### src/sv/ppu_pkg.sv
// Package for the packed pattern unpacker: payload structs, parse phases,
// result kinds and the phase sequencing function. No dependencies.
package ppu_pkg;

  // Rows in one pattern; the row counter wraps after the last row
  localparam int unsigned ROWS_PER_PATTERN = 64;
  localparam int unsigned ROW_W = (ROWS_PER_PATTERN > 1) ? $clog2(ROWS_PER_PATTERN) : 1;

  // Control byte flag bits
  localparam int unsigned BIT_NOTE = 5;
  localparam int unsigned BIT_VOL  = 6;
  localparam int unsigned BIT_EFF  = 7;

  // Channel count after reset
  localparam logic [5:0] CHAN_COUNT_RESET = 6'd32;

  typedef enum logic [2:0] {
    PH_CTRL  = 3'd0,
    PH_NOTE  = 3'd1,
    PH_INST  = 3'd2,
    PH_VOL   = 3'd3,
    PH_EKIND = 3'd4,
    PH_EVAL  = 3'd5
  } phase_t;

  typedef enum logic [1:0] {
    KIND_CELL  = 2'd0,
    KIND_DONE  = 2'd1,
    KIND_TRUNC = 2'd2,
    KIND_ZERO  = 2'd3
  } kind_t;

  // Input request
  typedef struct packed {
    logic [7:0] data_byte;
    logic       end_of_stream;
  } in_req_t;

  // Result request
  typedef struct packed {
    kind_t      kind;
    logic [5:0] row_index;
    logic [4:0] channel_index;
    logic       has_note;
    logic [7:0] note_byte;
    logic [7:0] instrument_number;
    logic       vol_present;
    logic [7:0] volume_byte;
    logic       fx_present;
    logic [7:0] effect_kind;
    logic [7:0] effect_value;
  } out_req_t;

  // Classified record passed from the parser to the output stage
  typedef struct packed {
    kind_t      kind;
    logic [5:0] row;
    logic [7:0] ctrl;
    logic [7:0] note;
    logic [7:0] inst;
    logic [7:0] vol;
    logic [7:0] ekind;
    logic [7:0] evalue;
  } rec_t;

  // Phase after the given one, PH_CTRL when the cell is complete
  function automatic phase_t next_phase(input phase_t from, input logic [7:0] ctrl);
    phase_t nx;
    nx = PH_CTRL;
    if (from == PH_CTRL && ctrl[BIT_NOTE]) begin
      nx = PH_NOTE;
    end else if (from == PH_NOTE) begin
      nx = PH_INST;
    end else if ((from == PH_CTRL || from == PH_INST) && ctrl[BIT_VOL]) begin
      nx = PH_VOL;
    end else if ((from == PH_CTRL || from == PH_INST || from == PH_VOL) && ctrl[BIT_EFF]) begin
      nx = PH_EKIND;
    end else if (from == PH_EKIND) begin
      nx = PH_EVAL;
    end
    return nx;
  endfunction

  // Low six bits of the row counter, zero extended when narrower
  function automatic logic [5:0] row_low6(input logic [ROW_W-1:0] row);
    logic [ROW_W+5:0] wide;
    wide = {6'd0, row};
    return wide[5:0];
  endfunction

endpackage

### src/sv/ppu_front.sv
// Front end of the pattern unpacker: accepts stream bytes, tracks the parse
// phase, row and held cell bytes, and pushes result records. Uses ppu_pkg.
module ppu_front (
  input  logic            clk,
  input  logic            rst_n,
  input  logic            acc,
  input  ppu_pkg::in_req_t in_req,
  input  logic            cfg_we,
  input  logic [5:0]      cfg_data,
  output logic            push,
  output ppu_pkg::rec_t   push_rec
);

  ppu_pkg::phase_t              phase_r, phase_nxt;
  logic [7:0]                   ctrl_r, ctrl_nxt;
  logic [ppu_pkg::ROW_W-1:0]    row_r, row_nxt;
  logic [7:0]                   note_r, note_nxt;
  logic [7:0]                   inst_r, inst_nxt;
  logic [7:0]                   vol_r, vol_nxt;
  logic [7:0]                   ekind_r, ekind_nxt;
  logic [5:0]                   chan_count_r;

  logic [7:0]      byte_in;
  logic            zero_chan;
  logic            last_row;
  logic            cell_done;
  ppu_pkg::phase_t after;

  assign byte_in   = in_req.data_byte;
  assign zero_chan = (chan_count_r == 6'd0);
  assign last_row  = (row_r == ppu_pkg::ROW_W'(ppu_pkg::ROWS_PER_PATTERN - 1));

  // Next state of the parser
  always_comb begin
    phase_nxt = phase_r;
    ctrl_nxt  = ctrl_r;
    row_nxt   = row_r;
    note_nxt  = note_r;
    inst_nxt  = inst_r;
    vol_nxt   = vol_r;
    ekind_nxt = ekind_r;
    after     = ppu_pkg::PH_CTRL;
    if (acc) begin
      if (zero_chan || (in_req.end_of_stream &&
                        !(phase_r == ppu_pkg::PH_CTRL && row_r == '0))) begin
        // restart after either error
        phase_nxt = ppu_pkg::PH_CTRL;
        ctrl_nxt  = 8'd0;
        row_nxt   = '0;
      end else if (!in_req.end_of_stream) begin
        case (phase_r)
          ppu_pkg::PH_CTRL: begin
            if (byte_in == 8'd0) begin
              row_nxt = last_row ? '0 : row_r + 1'b1;
            end else begin
              ctrl_nxt = byte_in;
            end
          end
          ppu_pkg::PH_NOTE:  note_nxt  = byte_in;
          ppu_pkg::PH_INST:  inst_nxt  = byte_in;
          ppu_pkg::PH_VOL:   vol_nxt   = byte_in;
          ppu_pkg::PH_EKIND: ekind_nxt = byte_in;
          default: ;
        endcase
        after = ppu_pkg::next_phase(phase_r, ctrl_nxt);
        if (!(phase_r == ppu_pkg::PH_CTRL && byte_in == 8'd0)) begin
          phase_nxt = after;
        end
      end
    end
  end

  // Result record for the accepted byte
  always_comb begin
    push            = 1'b0;
    cell_done       = 1'b0;
    push_rec.kind   = ppu_pkg::KIND_CELL;
    push_rec.row    = ppu_pkg::row_low6(row_r);
    push_rec.ctrl   = ctrl_nxt;
    push_rec.note   = note_nxt;
    push_rec.inst   = inst_nxt;
    push_rec.vol    = vol_nxt;
    push_rec.ekind  = ekind_nxt;
    push_rec.evalue = (phase_r == ppu_pkg::PH_EVAL) ? byte_in : 8'd0;
    if (acc) begin
      if (zero_chan) begin
        push          = 1'b1;
        push_rec.kind = ppu_pkg::KIND_ZERO;
      end else if (in_req.end_of_stream) begin
        push          = !(phase_r == ppu_pkg::PH_CTRL && row_r == '0);
        push_rec.kind = ppu_pkg::KIND_TRUNC;
      end else if (phase_r == ppu_pkg::PH_CTRL && byte_in == 8'd0) begin
        push          = last_row;
        push_rec.kind = ppu_pkg::KIND_DONE;
      end else begin
        cell_done = (after == ppu_pkg::PH_CTRL);
        push      = cell_done && ({1'b0, ctrl_nxt[4:0]} < chan_count_r);
      end
    end
  end

  // Parser registers
  always_ff @(posedge clk) begin
    if (!rst_n) begin
      phase_r   <= ppu_pkg::PH_CTRL;
      ctrl_r    <= 8'd0;
      row_r     <= '0;
      note_r    <= 8'd0;
      inst_r    <= 8'd0;
      vol_r     <= 8'd0;
      ekind_r   <= 8'd0;
    end else begin
      phase_r   <= phase_nxt;
      ctrl_r    <= ctrl_nxt;
      row_r     <= row_nxt;
      note_r    <= note_nxt;
      inst_r    <= inst_nxt;
      vol_r     <= vol_nxt;
      ekind_r   <= ekind_nxt;
    end
  end

  // Channel count register
  always_ff @(posedge clk) begin
    if (!rst_n) begin
      chan_count_r <= ppu_pkg::CHAN_COUNT_RESET;
    end else if (cfg_we) begin
      chan_count_r <= cfg_data;
    end
  end

endmodule

### src/sv/ppu_queue.sv
// Two-entry record queue between the parser and the output stage.
// Uses ppu_pkg for the record type.
module ppu_queue (
  input  logic          clk,
  input  logic          rst_n,
  input  logic          push,
  input  ppu_pkg::rec_t push_rec,
  input  logic          pop,
  output logic          full,
  output logic          not_empty,
  output ppu_pkg::rec_t head
);

  ppu_pkg::rec_t mem_r [2];
  logic          wr_ptr_r, wr_ptr_nxt;
  logic          rd_ptr_r, rd_ptr_nxt;
  logic [1:0]    count_r, count_nxt;

  assign full      = (count_r == 2'd2);
  assign not_empty = (count_r != 2'd0);
  assign head      = mem_r[rd_ptr_r];

  // Pointer and count update
  always_comb begin
    wr_ptr_nxt = push ? ~wr_ptr_r : wr_ptr_r;
    rd_ptr_nxt = pop ? ~rd_ptr_r : rd_ptr_r;
    count_nxt  = count_r + {1'b0, push} - {1'b0, pop};
  end

  always_ff @(posedge clk) begin
    if (!rst_n) begin
      wr_ptr_r <= 1'b0;
      rd_ptr_r <= 1'b0;
      count_r  <= 2'd0;
    end else begin
      wr_ptr_r <= wr_ptr_nxt;
      rd_ptr_r <= rd_ptr_nxt;
      count_r  <= count_nxt;
    end
  end

  // Entry storage
  always_ff @(posedge clk) begin
    if (push) begin
      mem_r[wr_ptr_r] <= push_rec;
    end
  end

endmodule

### src/sv/ppu_back.sv
// Output stage of the pattern unpacker: formats queued records into result
// requests and holds them in the output register. Uses ppu_pkg.
module ppu_back (
  input  logic             clk,
  input  logic             rst_n,
  input  logic             q_not_empty,
  input  ppu_pkg::rec_t    q_head,
  output logic             q_pop,
  output logic             out_valid,
  input  logic             out_stall,
  output ppu_pkg::out_req_t out_data
);

  logic              out_valid_r, out_valid_nxt;
  ppu_pkg::out_req_t out_data_r, fmt;
  logic              is_cell;

  assign q_pop     = q_not_empty && (!out_valid_r || !out_stall);
  assign out_valid = out_valid_r;
  assign out_data  = out_data_r;

  // Expand a record; absent parts and non-cell results read as zero
  always_comb begin
    is_cell                = (q_head.kind == ppu_pkg::KIND_CELL);
    fmt                    = '0;
    fmt.kind               = q_head.kind;
    if (is_cell) begin
      fmt.row_index     = q_head.row;
      fmt.channel_index = q_head.ctrl[4:0];
      if (q_head.ctrl[ppu_pkg::BIT_NOTE]) begin
        fmt.has_note          = 1'b1;
        fmt.note_byte         = q_head.note;
        fmt.instrument_number = q_head.inst;
      end
      if (q_head.ctrl[ppu_pkg::BIT_VOL]) begin
        fmt.vol_present = 1'b1;
        fmt.volume_byte = q_head.vol;
      end
      if (q_head.ctrl[ppu_pkg::BIT_EFF]) begin
        fmt.fx_present   = 1'b1;
        fmt.effect_kind  = q_head.ekind;
        fmt.effect_value = q_head.evalue;
      end
    end
  end

  // Output valid: load on pop, clear once taken
  always_comb begin
    out_valid_nxt = out_valid_r;
    if (q_pop) begin
      out_valid_nxt = 1'b1;
    end else if (!out_stall) begin
      out_valid_nxt = 1'b0;
    end
  end

  always_ff @(posedge clk) begin
    if (!rst_n) begin
      out_valid_r <= 1'b0;
    end else begin
      out_valid_r <= out_valid_nxt;
    end
  end

  always_ff @(posedge clk) begin
    if (q_pop) begin
      out_data_r <= fmt;
    end
  end

endmodule

### src/sv/packed_pattern_unpacker.sv
// Packed pattern unpacker top level: parser front end, record queue and
// output stage. Depends on ppu_pkg, ppu_front, ppu_queue and ppu_back.
//
// Usage:
//   in_*   : one stream byte (or end-of-stream mark) per request, valid/stall.
//   out_*  : cell writes, pattern done and error results, valid/stall.
//   cfg_*  : channel count write; cfg_ready is always high, write only idle.
// Throughput is one input byte per cycle while in_stall is low; each byte
// needs a single parse phase update in the front end. A byte that yields a
// result passes through the queue and then the output register before it
// shows on out_valid. Bytes that yield no result only update the parser.
// in_stall rises only when the two-entry queue is full, which happens when
// the receiver holds out_stall; the parser then waits while the output
// register and queue keep their contents. Reset (rst_n low, synchronous)
// empties the queue and output, sets the channel count to 32 and puts the
// parser at the start of a pattern (row 0, expecting a control byte).
module packed_pattern_unpacker (
  input  logic              clk,
  input  logic              rst_n,
  input  logic              in_valid,
  output logic              in_stall,
  input  ppu_pkg::in_req_t  in_data,
  output logic              out_valid,
  input  logic              out_stall,
  output ppu_pkg::out_req_t out_data,
  input  logic              cfg_valid,
  output logic              cfg_ready,
  input  logic [5:0]        cfg_data
);

  logic          acc;
  logic          push;
  ppu_pkg::rec_t push_rec;
  logic          q_full;
  logic          q_not_empty;
  logic          q_pop;
  ppu_pkg::rec_t q_head;

  assign in_stall  = q_full;
  assign acc       = in_valid && !in_stall;
  assign cfg_ready = 1'b1;

  ppu_front u_front (
    .clk      (clk),
    .rst_n    (rst_n),
    .acc      (acc),
    .in_req   (in_data),
    .cfg_we   (cfg_valid && cfg_ready),
    .cfg_data (cfg_data),
    .push     (push),
    .push_rec (push_rec)
  );

  ppu_queue u_queue (
    .clk       (clk),
    .rst_n     (rst_n),
    .push      (push),
    .push_rec  (push_rec),
    .pop       (q_pop),
    .full      (q_full),
    .not_empty (q_not_empty),
    .head      (q_head)
  );

  ppu_back u_back (
    .clk         (clk),
    .rst_n       (rst_n),
    .q_not_empty (q_not_empty),
    .q_head      (q_head),
    .q_pop       (q_pop),
    .out_valid   (out_valid),
    .out_stall   (out_stall),
    .out_data    (out_data)
  );

endmodule
### config.mk
export PLATFORM = sky130hd
export DESIGN_NAME = packed_pattern_unpacker
export DESIGN_NICKNAME = d
export VERILOG_FILES = /design/src/sv/ppu_pkg.sv /design/src/sv/ppu_front.sv /design/src/sv/ppu_queue.sv /design/src/sv/ppu_back.sv /design/src/sv/packed_pattern_unpacker.sv
export SDC_FILE = /design/constraint.sdc
export NUM_CORES = 1
export LEC_CHECK = 0
export ABC_AREA = 1
export BUFFER_PORTS_ARGS = -buffer_cell sky130_fd_sc_hd__buf_4
export CAP_MARGIN = 20
export CORE_MARGIN = 3
export CORE_UTILIZATION = 53
export DETAILED_ROUTE_END_ITERATION = 8
export GPL_TIMING_DRIVEN = 0
export PLACE_DENSITY = 0.82
export SLEW_MARGIN = 20
export SYNTH_ARGS = -nofsm -noshare
export SYNTH_HDL_FRONTEND = slang
export SYNTH_SLANG_ARGS = --single-unit
### constraint.sdc
create_clock -name clk -period 5.64 [get_ports clk]
set_input_delay 0 -clock clk [delete_from_list [all_inputs] [get_ports clk]]
set_output_delay 0 -clock clk [all_outputs]
set_load 0.05 [all_outputs]
==> impl_metrics.csv, run 1 <==
group,metric,value,unit
run_status,outcome,"finished, final reports clean",
synth,synth_top_area_cell,"edfxtp_1",
setup_path,cp_num_cells,21,
cts,clockRootBuffer,"clkbuf_16",
setup_path,rr_startpoint,"u_front.row_r[0]",
setup_path,r2r_end,"u_queue.mem_r[1][14]",
setup_path,endpoint,"u_queue.mem_r[1][14]",
power_and_ir_drop,p_clk_frac,0.270,
setup_path,setup.worst_path.start,"u_front.row_r[0]",
setup_path,path_class,"register to register",
sta,grt_setup_unrepaired,"no",
synth,async_flop_share,0,
detailed_routing,drt-total-wl,20.0,mm
global_route,grt.overflow.total,0,
detailed_routing,vias,6315,
layout,seq_area,6270,um2
placement,io_buffer_count,77,
synth,synth_nets,840,
layout,finalNonFillerCells,1181,
synth,synth_area_per_cell,11.2,um2
power_and_ir_drop,pwr_density_cell,504,nW/um2
synth,ys_types,39,
placement,place_inst,1115,
die,initial_utilization,0.546,
flow_run,maxCapViolations,0,
cts,cts_tree,"yes",
sta,fmax,0.258,GHz
sta,period_share,0.688,
sta,finClkSkew,0.0100,ns
detailed_routing,drc,0,
setup_path,worstSetupStartpointType,"register",
setup_path,worstPathCellList,"inv_1 -> ha_1 -> nand2_1 -> nor2_1 -> nand3_4 -> nand2_1 -> nor2_2 -> inv_4 -> nand3_1 -> nand2_1 -> ha_1 -> nand2_1 -> nor2_1 -> a211oi_1 -> nand3_1 -> nand2_1 -> nand2_2 -> a21oi_4 -> buf_16 -> buf_16 -> buf_16",
power_and_ir_drop,sw_frac_of_total,0.358,
power_and_ir_drop,switchingPower,2.01,mW
sta,slew_violations,0,
sta,layout_setup_ws,1.76,ns
layout,finalNetCount,974,
setup_path,critPathRequiredTime,5.84,ns
cts,clkTransAtPathRegs,0.06,ns
sta,whs,0.0405,ns
setup_path,ff2ff_setup_slack,1.76,ns
synth,synthCells,812,
setup_path,cpMaxStageDelayCell,"a21oi_4",
layout,fillers,1167,
power_and_ir_drop,power_frac_comb,0.318,
placement,hpwl,12.7,mm
power_and_ir_drop,power_leakage,4.51,nW
power_and_ir_drop,max-vdd-ir-drop,0.358,mV
power_and_ir_drop,power.share.sequential,0.411,
sta,setup_viol,0,
die,die_h,137,um
detailed_routing,post_drt_wl_per_cell,17.0,um
setup_path,cp.arrival,4.09,ns
setup_path,cp_max_fo,16,
layout,drive_gt1_frac,0.197,
synth,yosysWarnings,0,
setup_path,end_kind,"register",
power_and_ir_drop,p_int,3.62,mW
setup_path,critPathMostFrequentCell,"nand2_1",
placement,pre_cts_ws,1.78,ns
synth,syn-cell-area,9120,um2
global_route,grt_first_pass_wirelength,31.5,mm
sta,period_minus_slack,3.88,ns
layout,final_util,0.668,
global_route,grt_max_degree,61,
sta,hold_viol,0,
layout,multi_input_area,2360,um2
detailed_routing,ant_nets,0,
die,core-area,16700,um2
power_and_ir_drop,total_power,5.63,mW
layout,diodes,0,
layout,postLayoutCellArea,11200,um2
setup_path,cp_top_family,"simple AND/OR/NAND/NOR gates",
synth,netlist_top_cells_area,"edfxtp_1, dfxtp_1, nand2_1",
synth,synth-edff-count,168,
sta,maxSlewHeadroom,0.502,
synth,synth.ff_latch_count,229,
setup_path,reg2reg_depth,21,
detailed_routing,drtIter0Drc,510,
die,ios,79,
synth,synthFlopType,"edfxtp_1",
global_route,first_global_vias,6216,
cts,numCtsBuffers,23,
cts,clock_latency,0.50,ns
die,die_w,137,um
setup_path,crit_path_max_incr_delay,0.53,ns
die,num_rows,47,
setup_path,path_buf_inv,5,
global_route,antenna_found_initial,0,
cts,clock-sinks,229,
min_path,min-delay-path-class,"primary input to register",
placement,place_congestion,0.834,
detailed_routing,firstDrtPassIters,5,
layout,syn_to_final_growth,22.4,%
synth,yosysTopAreaCellShare,0.553,
cts,h-tree-depth,1,
sta,fin_setup_tns,0,ns
cts,cts.path.max_buffers,3,
die,dieArea,18800,um2
placement,placedInstanceArea,10100,um2
synth,yosysSeqAreaShare,0.687,
global_route,grt.total_usage,0.216,
detailed_routing,vias_per_cell,5.35,
sta,tightest_slew,0.747,ns
## metal layers
layer  routed length [um]  vias to the layer above  track usage
met1                 8080                     2947        0.278
met3                 1420                       77       0.0382
met2                 9600                      271        0.354
met4                  929                        0        0.107
li1                     -                     3020            -
met5                    0                        -            0
## synth_stat cells (2+ instances only)
master and number:
nor3_1 8, nand3_2 8, nand2_2 8, inv_4 3
nand3_1 12, o22ai_1 2, nand2_1 171, o21ai_1 2
o21ai_0 21, a21oi_1 99, ha_1 8, buf_6 2
nor2_4 6, a211oi_1 26, dfxtp_1 61, nor2_2 4
or2_2 17, mux2i_1 2, nor2_1 45, a22oi_1 2
clkbuf_1 18, buf_2 6, edfxtp_1 168, inv_1 80
inv_2 13, or2_1 7
## cell type report
class	instances	area share
plain buffers	28	0.0118
clock inverters	12	0.0140
inverters	97	0.0335
well taps	220	0.0247
flip-flops and latches	229	0.561
clock buffers	28	0.0533
repair buffers	109	0.0899
multi-input cells	458	0.211
## logic make-up (layout without fill, tap and decap cells)
kind of cell | count (synthesis) | after routing | synth area share
simple gates | 291 | 291 | 0.148
flops | 229 | 229 | 0.687
compound gates | 155 | 155 | 0.0950
buf+inv | 125 | 274 | 0.0552
fa+ha+maj | 8 | 8 | 0.0110
mux | 2 | 2 | 0.00220
other cells | 1 | 1 | 0.000411
xor+xnor | 1 | 1 | 0.000961
## how the worst min path moves through the flow
stage | startpoint | end | cells after the start
after detailed placement | cfg_data[5] | u_front.chan_count_r[5] | 3
after global routing | in_valid | u_front.ctrl_r[3] | 5
after floorplan | cfg_valid | u_front.chan_count_r[5] | 1
final | in_valid | u_front.ctrl_r[3] | 5
after CTS | in_valid | u_front.ctrl_r[3] | 5
after global placement | cfg_valid | u_front.chan_count_r[5] | 2
## worst register-to-register path, delay by kind of cell (launching register included)
family / cells / cell delay [ns]
AOI/OAI and AO/OA: 2 / 0.73
adders and majority gates: 2 / 0.41
buffers and inverters: 5 / 0.82
DFF: 1 / 0.34
and+or+nand+nor: 12 / 1.28
## flip-flops by register name, summed over array words and instances, names as in the netlist, 2 cells and up, named ones only
| name | flops |
|---|---|
| u_back.out_data | 56 |
| u_front.chan_count_r | 6 |
| u_front.ctrl_r | 8 |
| u_front.ekind_r | 8 |
| u_front.inst_r | 8 |
| u_front.note_r | 8 |
| u_front.phase_r | 3 |
| u_front.row_r | 6 |
| u_front.vol_r | 8 |
| u_queue.count_r | 2 |
| u_queue.mem_r | 112 |
## timing repair
item / CTS / global route
buffers inserted: 0 / 0
setup endpoints to repair: 0 / 0
hold buffers: 26 / 0
gates resized for setup: 0 / 0
endpoints found under the hold margin: 82 / 0
## cell usage in the layout (no fill, tap or decap), types with 6 or more instances in the layout
master / Yosys / final
a211oi_1: 26 / 26
inv_2: 13 / 13
clkbuf_16: 0 / 23
dfxtp_1: 61 / 61
or2_2: 17 / 17
clkinv_1: 1 / 6
dlygate4sd3_1: 0 / 26
nor2_4: 6 / 6
edfxtp_1: 168 / 168
buf_16: 0 / 6
o21ai_0: 21 / 21
nand3_2: 8 / 8
nand3_1: 12 / 12
a21oi_1: 99 / 98
or2_1: 7 / 7
nand2_1: 171 / 171
clkbuf_1: 18 / 23
nand2_2: 8 / 8
nor3_1: 8 / 8
ha_1: 8 / 8
inv_1: 80 / 79
buf_2: 6 / 6
nor2_1: 45 / 45
buf_4: 1 / 78
## power by group through the flow
| stage | clock [mW] | combinational, mW | sequential [mW] |
|---|---|---|---|
| floorplan | 0 | 0.588 | 2.96 |
| global placement | 0 | 1.67 | 2.37 |
| detailed placement | 0 | 1.76 | 2.35 |
| CTS | 1.53 | 1.80 | 2.32 |
| global route | 1.61 | 1.91 | 2.34 |
| finish | 1.52 | 1.79 | 2.31 |
(Power assumes the default switching activity.)
==> run 2: changes to the inputs <==
--- a/config.mk
+++ b/config.mk
@@ -5,14 +5,14 @@
 export SDC_FILE = /design/constraint.sdc
 export NUM_CORES = 1
 export LEC_CHECK = 0
-export ABC_AREA = 1
+export ABC_AREA = 0
 export BUFFER_PORTS_ARGS = -buffer_cell sky130_fd_sc_hd__buf_4
 export CAP_MARGIN = 20
 export CORE_MARGIN = 3
-export CORE_UTILIZATION = 53
+export CORE_UTILIZATION = 59
 export DETAILED_ROUTE_END_ITERATION = 8
 export GPL_TIMING_DRIVEN = 0
-export PLACE_DENSITY = 0.82
+export PLACE_DENSITY = 0.86
 export SLEW_MARGIN = 20
 export SYNTH_ARGS = -nofsm -noshare
 export SYNTH_HDL_FRONTEND = slang
==> constraint.sdc (replaced) <==
create_clock -name clk -period 3.7 [get_ports clk]
set_input_delay 0 -clock clk [delete_from_list [all_inputs] [get_ports clk]]
set_output_delay 0 -clock clk [all_outputs]
set_load 0.05 [all_outputs]
==> impl_metrics.csv, run 2 <==
group,metric,value,unit
sta,period_minus_slack,3.64,ns
setup_path,cp_max_fo,21,
cts,numCtsBuffers,23,
placement,hpwl,11.5,mm
die,initial_utilization,0.605,
global_route,grt_max_degree,28,
die,die_w,128,um
flow_run,maxCapViolations,0,
detailed_routing,drtIter0Drc,622,
synth,ys_types,49,
setup_path,reg2reg_depth,16,
layout,seq_area,6280,um2
setup_path,end_kind,"register",
synth,synthFlopType,"edfxtp_1",
cts,clock_latency,0.50,ns
detailed_routing,vias_per_cell,5.77,
detailed_routing,vias,5589,
layout,top_register,"u_queue.mem_r",
sta,fin_setup_tns,0,ns
min_path,min-delay-path-class,"primary input to register",
layout,syn_to_final_growth,27.0,%
setup_path,worstSetupStartpointType,"primary input",
sta,hold_viol,0,
sta,period_share,0.984,
synth,synth_area_per_cell,14.5,um2
layout,postLayoutCellArea,11200,um2
power_and_ir_drop,pwr_density_cell,724,nW/um2
layout,drive_gt1_frac,0.268,
cts,cts.path.max_buffers,3,
detailed_routing,ant_nets,0,
synth,syn-cell-area,8830,um2
die,ios,79,
placement,io_buffer_count,76,
power_and_ir_drop,max-vdd-ir-drop,0.362,mV
sta,slew_violations,0,
die,num_rows,44,
synth,yosysSeqAreaShare,0.710,
detailed_routing,drc,0,
sta,setup_viol,0,
cts,clock-sinks,229,
layout,multi_input_area,2620,um2
sta,finClkSkew,0.0115,ns
die,core-area,14600,um2
global_route,grt_first_pass_wirelength,30.4,mm
run_status,outcome,"finished, final reports clean",
synth,yosysWarnings,0,
placement,placedInstanceArea,9830,um2
min_path,whs_path_depth,3,
cts,h-tree-depth,1,
setup_path,rr_startpoint,"u_front.row_r[0]",
power_and_ir_drop,power_leakage,4.26,nW
synth,synth_top_area_cell,"edfxtp_1",
detailed_routing,post_drt_wl_per_cell,20.4,um
sta,tightest_slew,1.13,ns
global_route,antenna_found_initial,1,
die,die_h,128,um
layout,final_common_cell,"edfxtp_1",
layout,final_cell_mix,"edfxtp_1, buf_4, nor2_1",
global_route,grt.total_usage,0.240,
synth,netlist_top_cells_area,"edfxtp_1, dfxtp_1, mux2i_1",
setup_path,critPathRequiredTime,3.91,ns
synth,synthCells,609,
setup_path,path_class,"primary input to register",
synth,synth_nets,637,
setup_path,ff2ff_setup_slack,0.07,ns
layout,finalNetCount,797,
synth,yosysMostFrequentCell,"edfxtp_1",
layout,fillers,798,
setup_path,cp.arrival,3.84,ns
layout,largest_reg_flops,112,
layout,diodes,0,
synth,synth-edff-count,168,
placement,place_congestion,0.901,
synth,synth.ff_latch_count,229,
sta,grt_setup_unrepaired,"yes",
min_path,hp-start,"in_valid",
synth,async_flop_share,0,
sta,fmax,0.275,GHz
synth,yosysTopAreaCellShare,0.572,
detailed_routing,firstDrtPassIters,5,
die,dieArea,16500,um2
cts,cts_tree,"yes",
cts,clkTransAtPathRegs,0.06,ns
detailed_routing,drt-total-wl,19.8,mm
cts,clockRootBuffer,"clkbuf_16",
global_route,grt.overflow.total,0,
setup_path,r2r_end,"u_queue.mem_r[0][20]",
synth,ys_top_cells_by_count,"edfxtp_1, nor2_1, dfxtp_1, mux2i_1, and2_1",
global_route,first_global_vias,5731,
min_path,worstHoldEndpoint,"u_front.ctrl_r[2]",
sta,maxSlewHeadroom,0.248,
-- run 2: cell count changes after synthesis, moves of 13 or more --
cell / before / now
a211oi_1: 26 / 0
a21oi_1: 99 / 7
and2_1: 0 / 49
inv_1: 80 / 17
inv_2: 13 / 0
mux2_2: 0 / 31
mux2i_1: 2 / 61
nand2_1: 171 / 12
nor2_1: 45 / 87
o21ai_0: 21 / 6
or2_2: 17 / 2
-- run 2: kinds of logic after synthesis --
| logic type | count (synthesis) | synth area share |
|---|---|---|
| other | 1 | 0.000425 |
| DFF | 229 | 0.710 |
| xor gates and xnor gates | 8 | 0.00794 |
| buffers and inverters | 40 | 0.0184 |
| muxes | 92 | 0.109 |
| adders and majority gates | 8 | 0.0113 |
| and+or+nand+nor | 196 | 0.115 |
| AOI/OAI and AO/OA | 35 | 0.0284 |
-- run 2: how the worst max path moves through the flow --
stage,startpoint,end,slack [ns]
finish,in_data[2],u_queue.mem_r[0][20],0.06
floorplan,u_front.phase_r[2],u_queue.mem_r[0][0],-0.28
global placement,u_front.row_r[1],u_queue.mem_r[0][12],-1.02
global route,u_front.row_r[0],u_queue.count_r[1],-0.08
CTS,u_front.phase_r[2],u_queue.count_r[1],0.005
detailed placement,u_front.row_r[1],u_queue.mem_r[0][12],-0.46
-- run 2: area by class of cell --
| cell class | count | share of cell area |
|---|---|---|
| clock buffers | 34 | 0.0586 |
| repair buffers | 133 | 0.107 |
| multi-input cells | 343 | 0.234 |
| plain buffers | 22 | 0.00837 |
| well taps | 184 | 0.0205 |
| inverters | 17 | 0.00569 |
| flip-flops and latches | 229 | 0.560 |
| clock inverters | 7 | 0.00547 |
-- run 2: per-layer routing --
metal  wire length [um]  global-route usage  vias to the layer above
li1                   -                   -                     2540
met1               7560               0.301                     2713
met2               9910               0.412                      264
met3               1440              0.0408                       70
met4                856               0.105                        2
met5                 11                   0                        -
-- run 2: timing repair --
action | 4_1_cts | 5_1_grt
pin swaps | 12 | 5
gates cloned | 5 | 0
hold buffers | 23 | 0
setup endpoints to repair | 115 | 115
hold endpoints to repair | 115 | 0
gates resized for setup | 13 | 12
setup buffers | 17 | 11
-- run 2: stage by stage --
stage	power (mW)	cells	hold WS (ns)	setup WS, ns	utilization
after floorplan	5.02	609	0.129	-0.283	-
after global placement	5.62	869	0.217	-1.02	0.666
after detailed placement	5.78	873	0.232	-0.460	0.674
after CTS	8.11	959	0.00581	0.00479	0.759
after global routing	8.42	969	0.0223	-0.0768	0.768
final	8.11	969	0.0206	0.0607	0.768
-- run 2: worst max-delay path, stage by stage --
cell,delay (ns)
dlygate4sd3_1,0.57
buf_4,0.20
or4_1,0.68
nor2_4,0.30
nor3_4,0.09
o21bai_4,0.19
a22o_4,0.15
ha_1,0.25
a21o_1,0.19
a21oi_2,0.15
o211ai_1,0.15
nor4_4,0.21
or3_4,0.18
nor2b_4,0.18
buf_12,0.16
buf_16,0.17
-- run 2: where the power goes --
group          internal (mW)  switching [mW]  leakage (nW)
Clock                   1.30           0.914         0.354
Sequential              3.23           0.121          2.06
Combinational          0.868            1.68          1.84
Total                   5.40            2.72          4.26
==> run 3: changes to the inputs <==
==> constraint.sdc (replaced) <==
create_clock -name clk -period 4.1 [get_ports clk]
set_input_delay 0 -clock clk [delete_from_list [all_inputs] [get_ports clk]]
set_output_delay 0 -clock clk [all_outputs]
set_load 0.05 [all_outputs]
==> impl_metrics.csv, run 3 (synthesis results as in run 2) <==
group,metric,value,unit
run_status,outcome,"finished, final reports clean",
setup_path,path_buf_inv,3,
sta,finClkSkew,0.0199,ns
sta,period_minus_slack,3.92,ns
cts,clockRootBuffer,"clkbuf_16",
setup_path,cp_max_fo,22,
detailed_routing,drc,0,
detailed_routing,drtIter0Drc,585,
layout,fillers,819,
layout,syn_to_final_growth,24.2,%
setup_path,reg2reg_depth,16,
global_route,grt.overflow.total,0,
cts,cts_tree,"yes",
layout,final_cell_mix,"edfxtp_1, nor2_1, buf_4",
setup_path,worstPathCellList,"or3_1 -> buf_6 -> nor4b_4 -> o21ai_1 -> a22o_1 -> and2_1 -> ha_1 -> nand4b_1 -> nor2_1 -> nand2_1 -> nor3_4 -> nor4_4 -> or3_4 -> nor2b_4 -> buf_12 -> buf_16",
sta,fmax,0.255,GHz
placement,io_buffer_count,76,
layout,postLayoutCellArea,11000,um2
sta,layout_setup_ws,0.185,ns
cts,clock-sinks,229,
global_route,antenna_found_initial,0,
detailed_routing,drt-total-wl,19.3,mm
sta,maxSlewHeadroom,0.238,
global_route,grt.total_usage,0.229,
cts,numCtsBuffers,23,
layout,finalNetCount,781,
setup_path,setup.worst_path.start,"u_front.phase_r[0]",
placement,hpwl,11.7,mm
layout,diodes,0,
power_and_ir_drop,max-vdd-ir-drop,0.311,mV
cts,clkTransAtPathRegs,0.06,ns
min_path,min-delay-path-class,"primary input to register",
min_path,hp-start,"rst_n",
detailed_routing,ant_nets,0,
setup_path,cp_top_family,"simple AND/OR/NAND/NOR gates",
min_path,worstHoldEndpoint,"u_front.ctrl_r[1]",
power_and_ir_drop,pwr_density_cell,668,nW/um2
setup_path,rr_startpoint,"u_front.phase_r[0]",
setup_path,end_kind,"register",
layout,final_common_cell,"edfxtp_1",
setup_path,crit_path_max_incr_delay,0.41,ns
setup_path,worstSetupStartpointType,"register",
sta,setup_viol,0,
die,num_rows,44,
placement,place_congestion,0.879,
setup_path,path_class,"register to register",
sta,hold_viol,0,
setup_path,critPathRequiredTime,4.35,ns
layout,top_register,"u_queue.mem_r",
sta,whs,0.372,ns
detailed_routing,post_drt_wl_per_cell,20.3,um
sta,tightest_slew,1.14,ns
detailed_routing,vias_per_cell,5.69,
die,ios,79,
die,die_w,128,um
cts,cts.path.max_buffers,3,
global_route,grt_first_pass_wirelength,28.8,mm
layout,drive_gt1_frac,0.227,
detailed_routing,vias,5427,
setup_path,cpMaxStageDelayCell,"or3_1",
die,dieArea,16500,um2
cts,clock_latency,0.51,ns
placement,pre_cts_ws,-0.295,ns
cts,h-tree-depth,1,
detailed_routing,firstDrtPassIters,8,
setup_path,cp.arrival,4.17,ns
placement,placedInstanceArea,9760,um2
layout,largest_reg_flops,112,
setup_path,r2r_end,"u_queue.mem_r[0][19]",
global_route,first_global_vias,5384,
power_and_ir_drop,power_leakage,4.13,nW
min_path,whs_path_depth,3,
setup_path,ff2ff_setup_slack,0.18,ns
flow_run,maxCapViolations,0,
sta,slew_violations,0,
sta,period_share,0.955,
die,die_h,128,um
global_route,grt_max_degree,30,
die,initial_utilization,0.605,
die,core-area,14600,um2
==> run 3: per-layer routing <==
layer / global-route usage / wire length, um
met1: 0.294 / 7650
met2: 0.391 / 9780
met3: 0.0413 / 1350
met4: 0.0855 / 548
met5: 0 / 0
==> run 3: cell type report <==
class	instances	area [um2]	area share
Timing Repair Buffer	116	1040	0.0945
Clock inverter	10	130	0.0119
Inverter	17	63.8	0.00582
Multi-Input combinational cell	343	2520	0.230
Buffer	23	98.8	0.00901
Tap cell	184	230	0.0210
Clock buffer	32	619	0.0565
Sequential cell	229	6270	0.571
==> run 3: worst max path at each step <==
stage | to | cells past startpoint
6_report | u_queue.mem_r[0][19] | 16
5_1_grt | u_queue.mem_r[0][4] | 16
3_5_place_dp | u_queue.mem_r[0][11] | 16
2_1_floorplan | u_queue.mem_r[0][0] | 12
4_1_cts | u_queue.mem_r[1][48] | 14
3_3_place_gp | u_queue.mem_r[0][11] | 15
==> run 3: repair_timing <==
action	in CTS	in global routing
gates cloned	1	3
hold buffers	24	1
setup buffers	3	7
gates resized for setup	3	9
pin swaps	2	3
endpoints found under the setup margin	113	115
hold endpoints to repair	107	2
==> run 3: power by group <==
part           internal [mW]  total, mW  switching [mW]
sequential              2.92       3.02           0.108
combinational          0.725       2.22            1.49
clock                   1.25       2.08           0.835
==> run 3: stage by stage <==
stage	power, mW	instances	TNS, ns	utilization
3_5_place_dp	5.20	873	-26.96	0.669
5_1_grt	7.60	954	-0.0748	0.752
3_3_place_gp	5.05	869	-78.08	0.661
6_report	7.32	954	0	0.752
4_1_cts	7.30	943	0	0.741
2_1_floorplan	4.52	609	0	-
==> run 3: worst reg2reg max path: stages, from the launching register on <==
cell      delay [ns]
dfxtp_1         0.40
or3_1           0.41
buf_6           0.15
nor4b_4         0.33
o21ai_1         0.15
a22o_1          0.21
and2_1          0.24
ha_1            0.31
nand4b_1        0.10
nor2_1          0.15
nand2_1         0.11
nor3_4          0.16
nor4_4          0.08
or3_4           0.40
nor2b_4         0.14
buf_12          0.16
buf_16          0.16
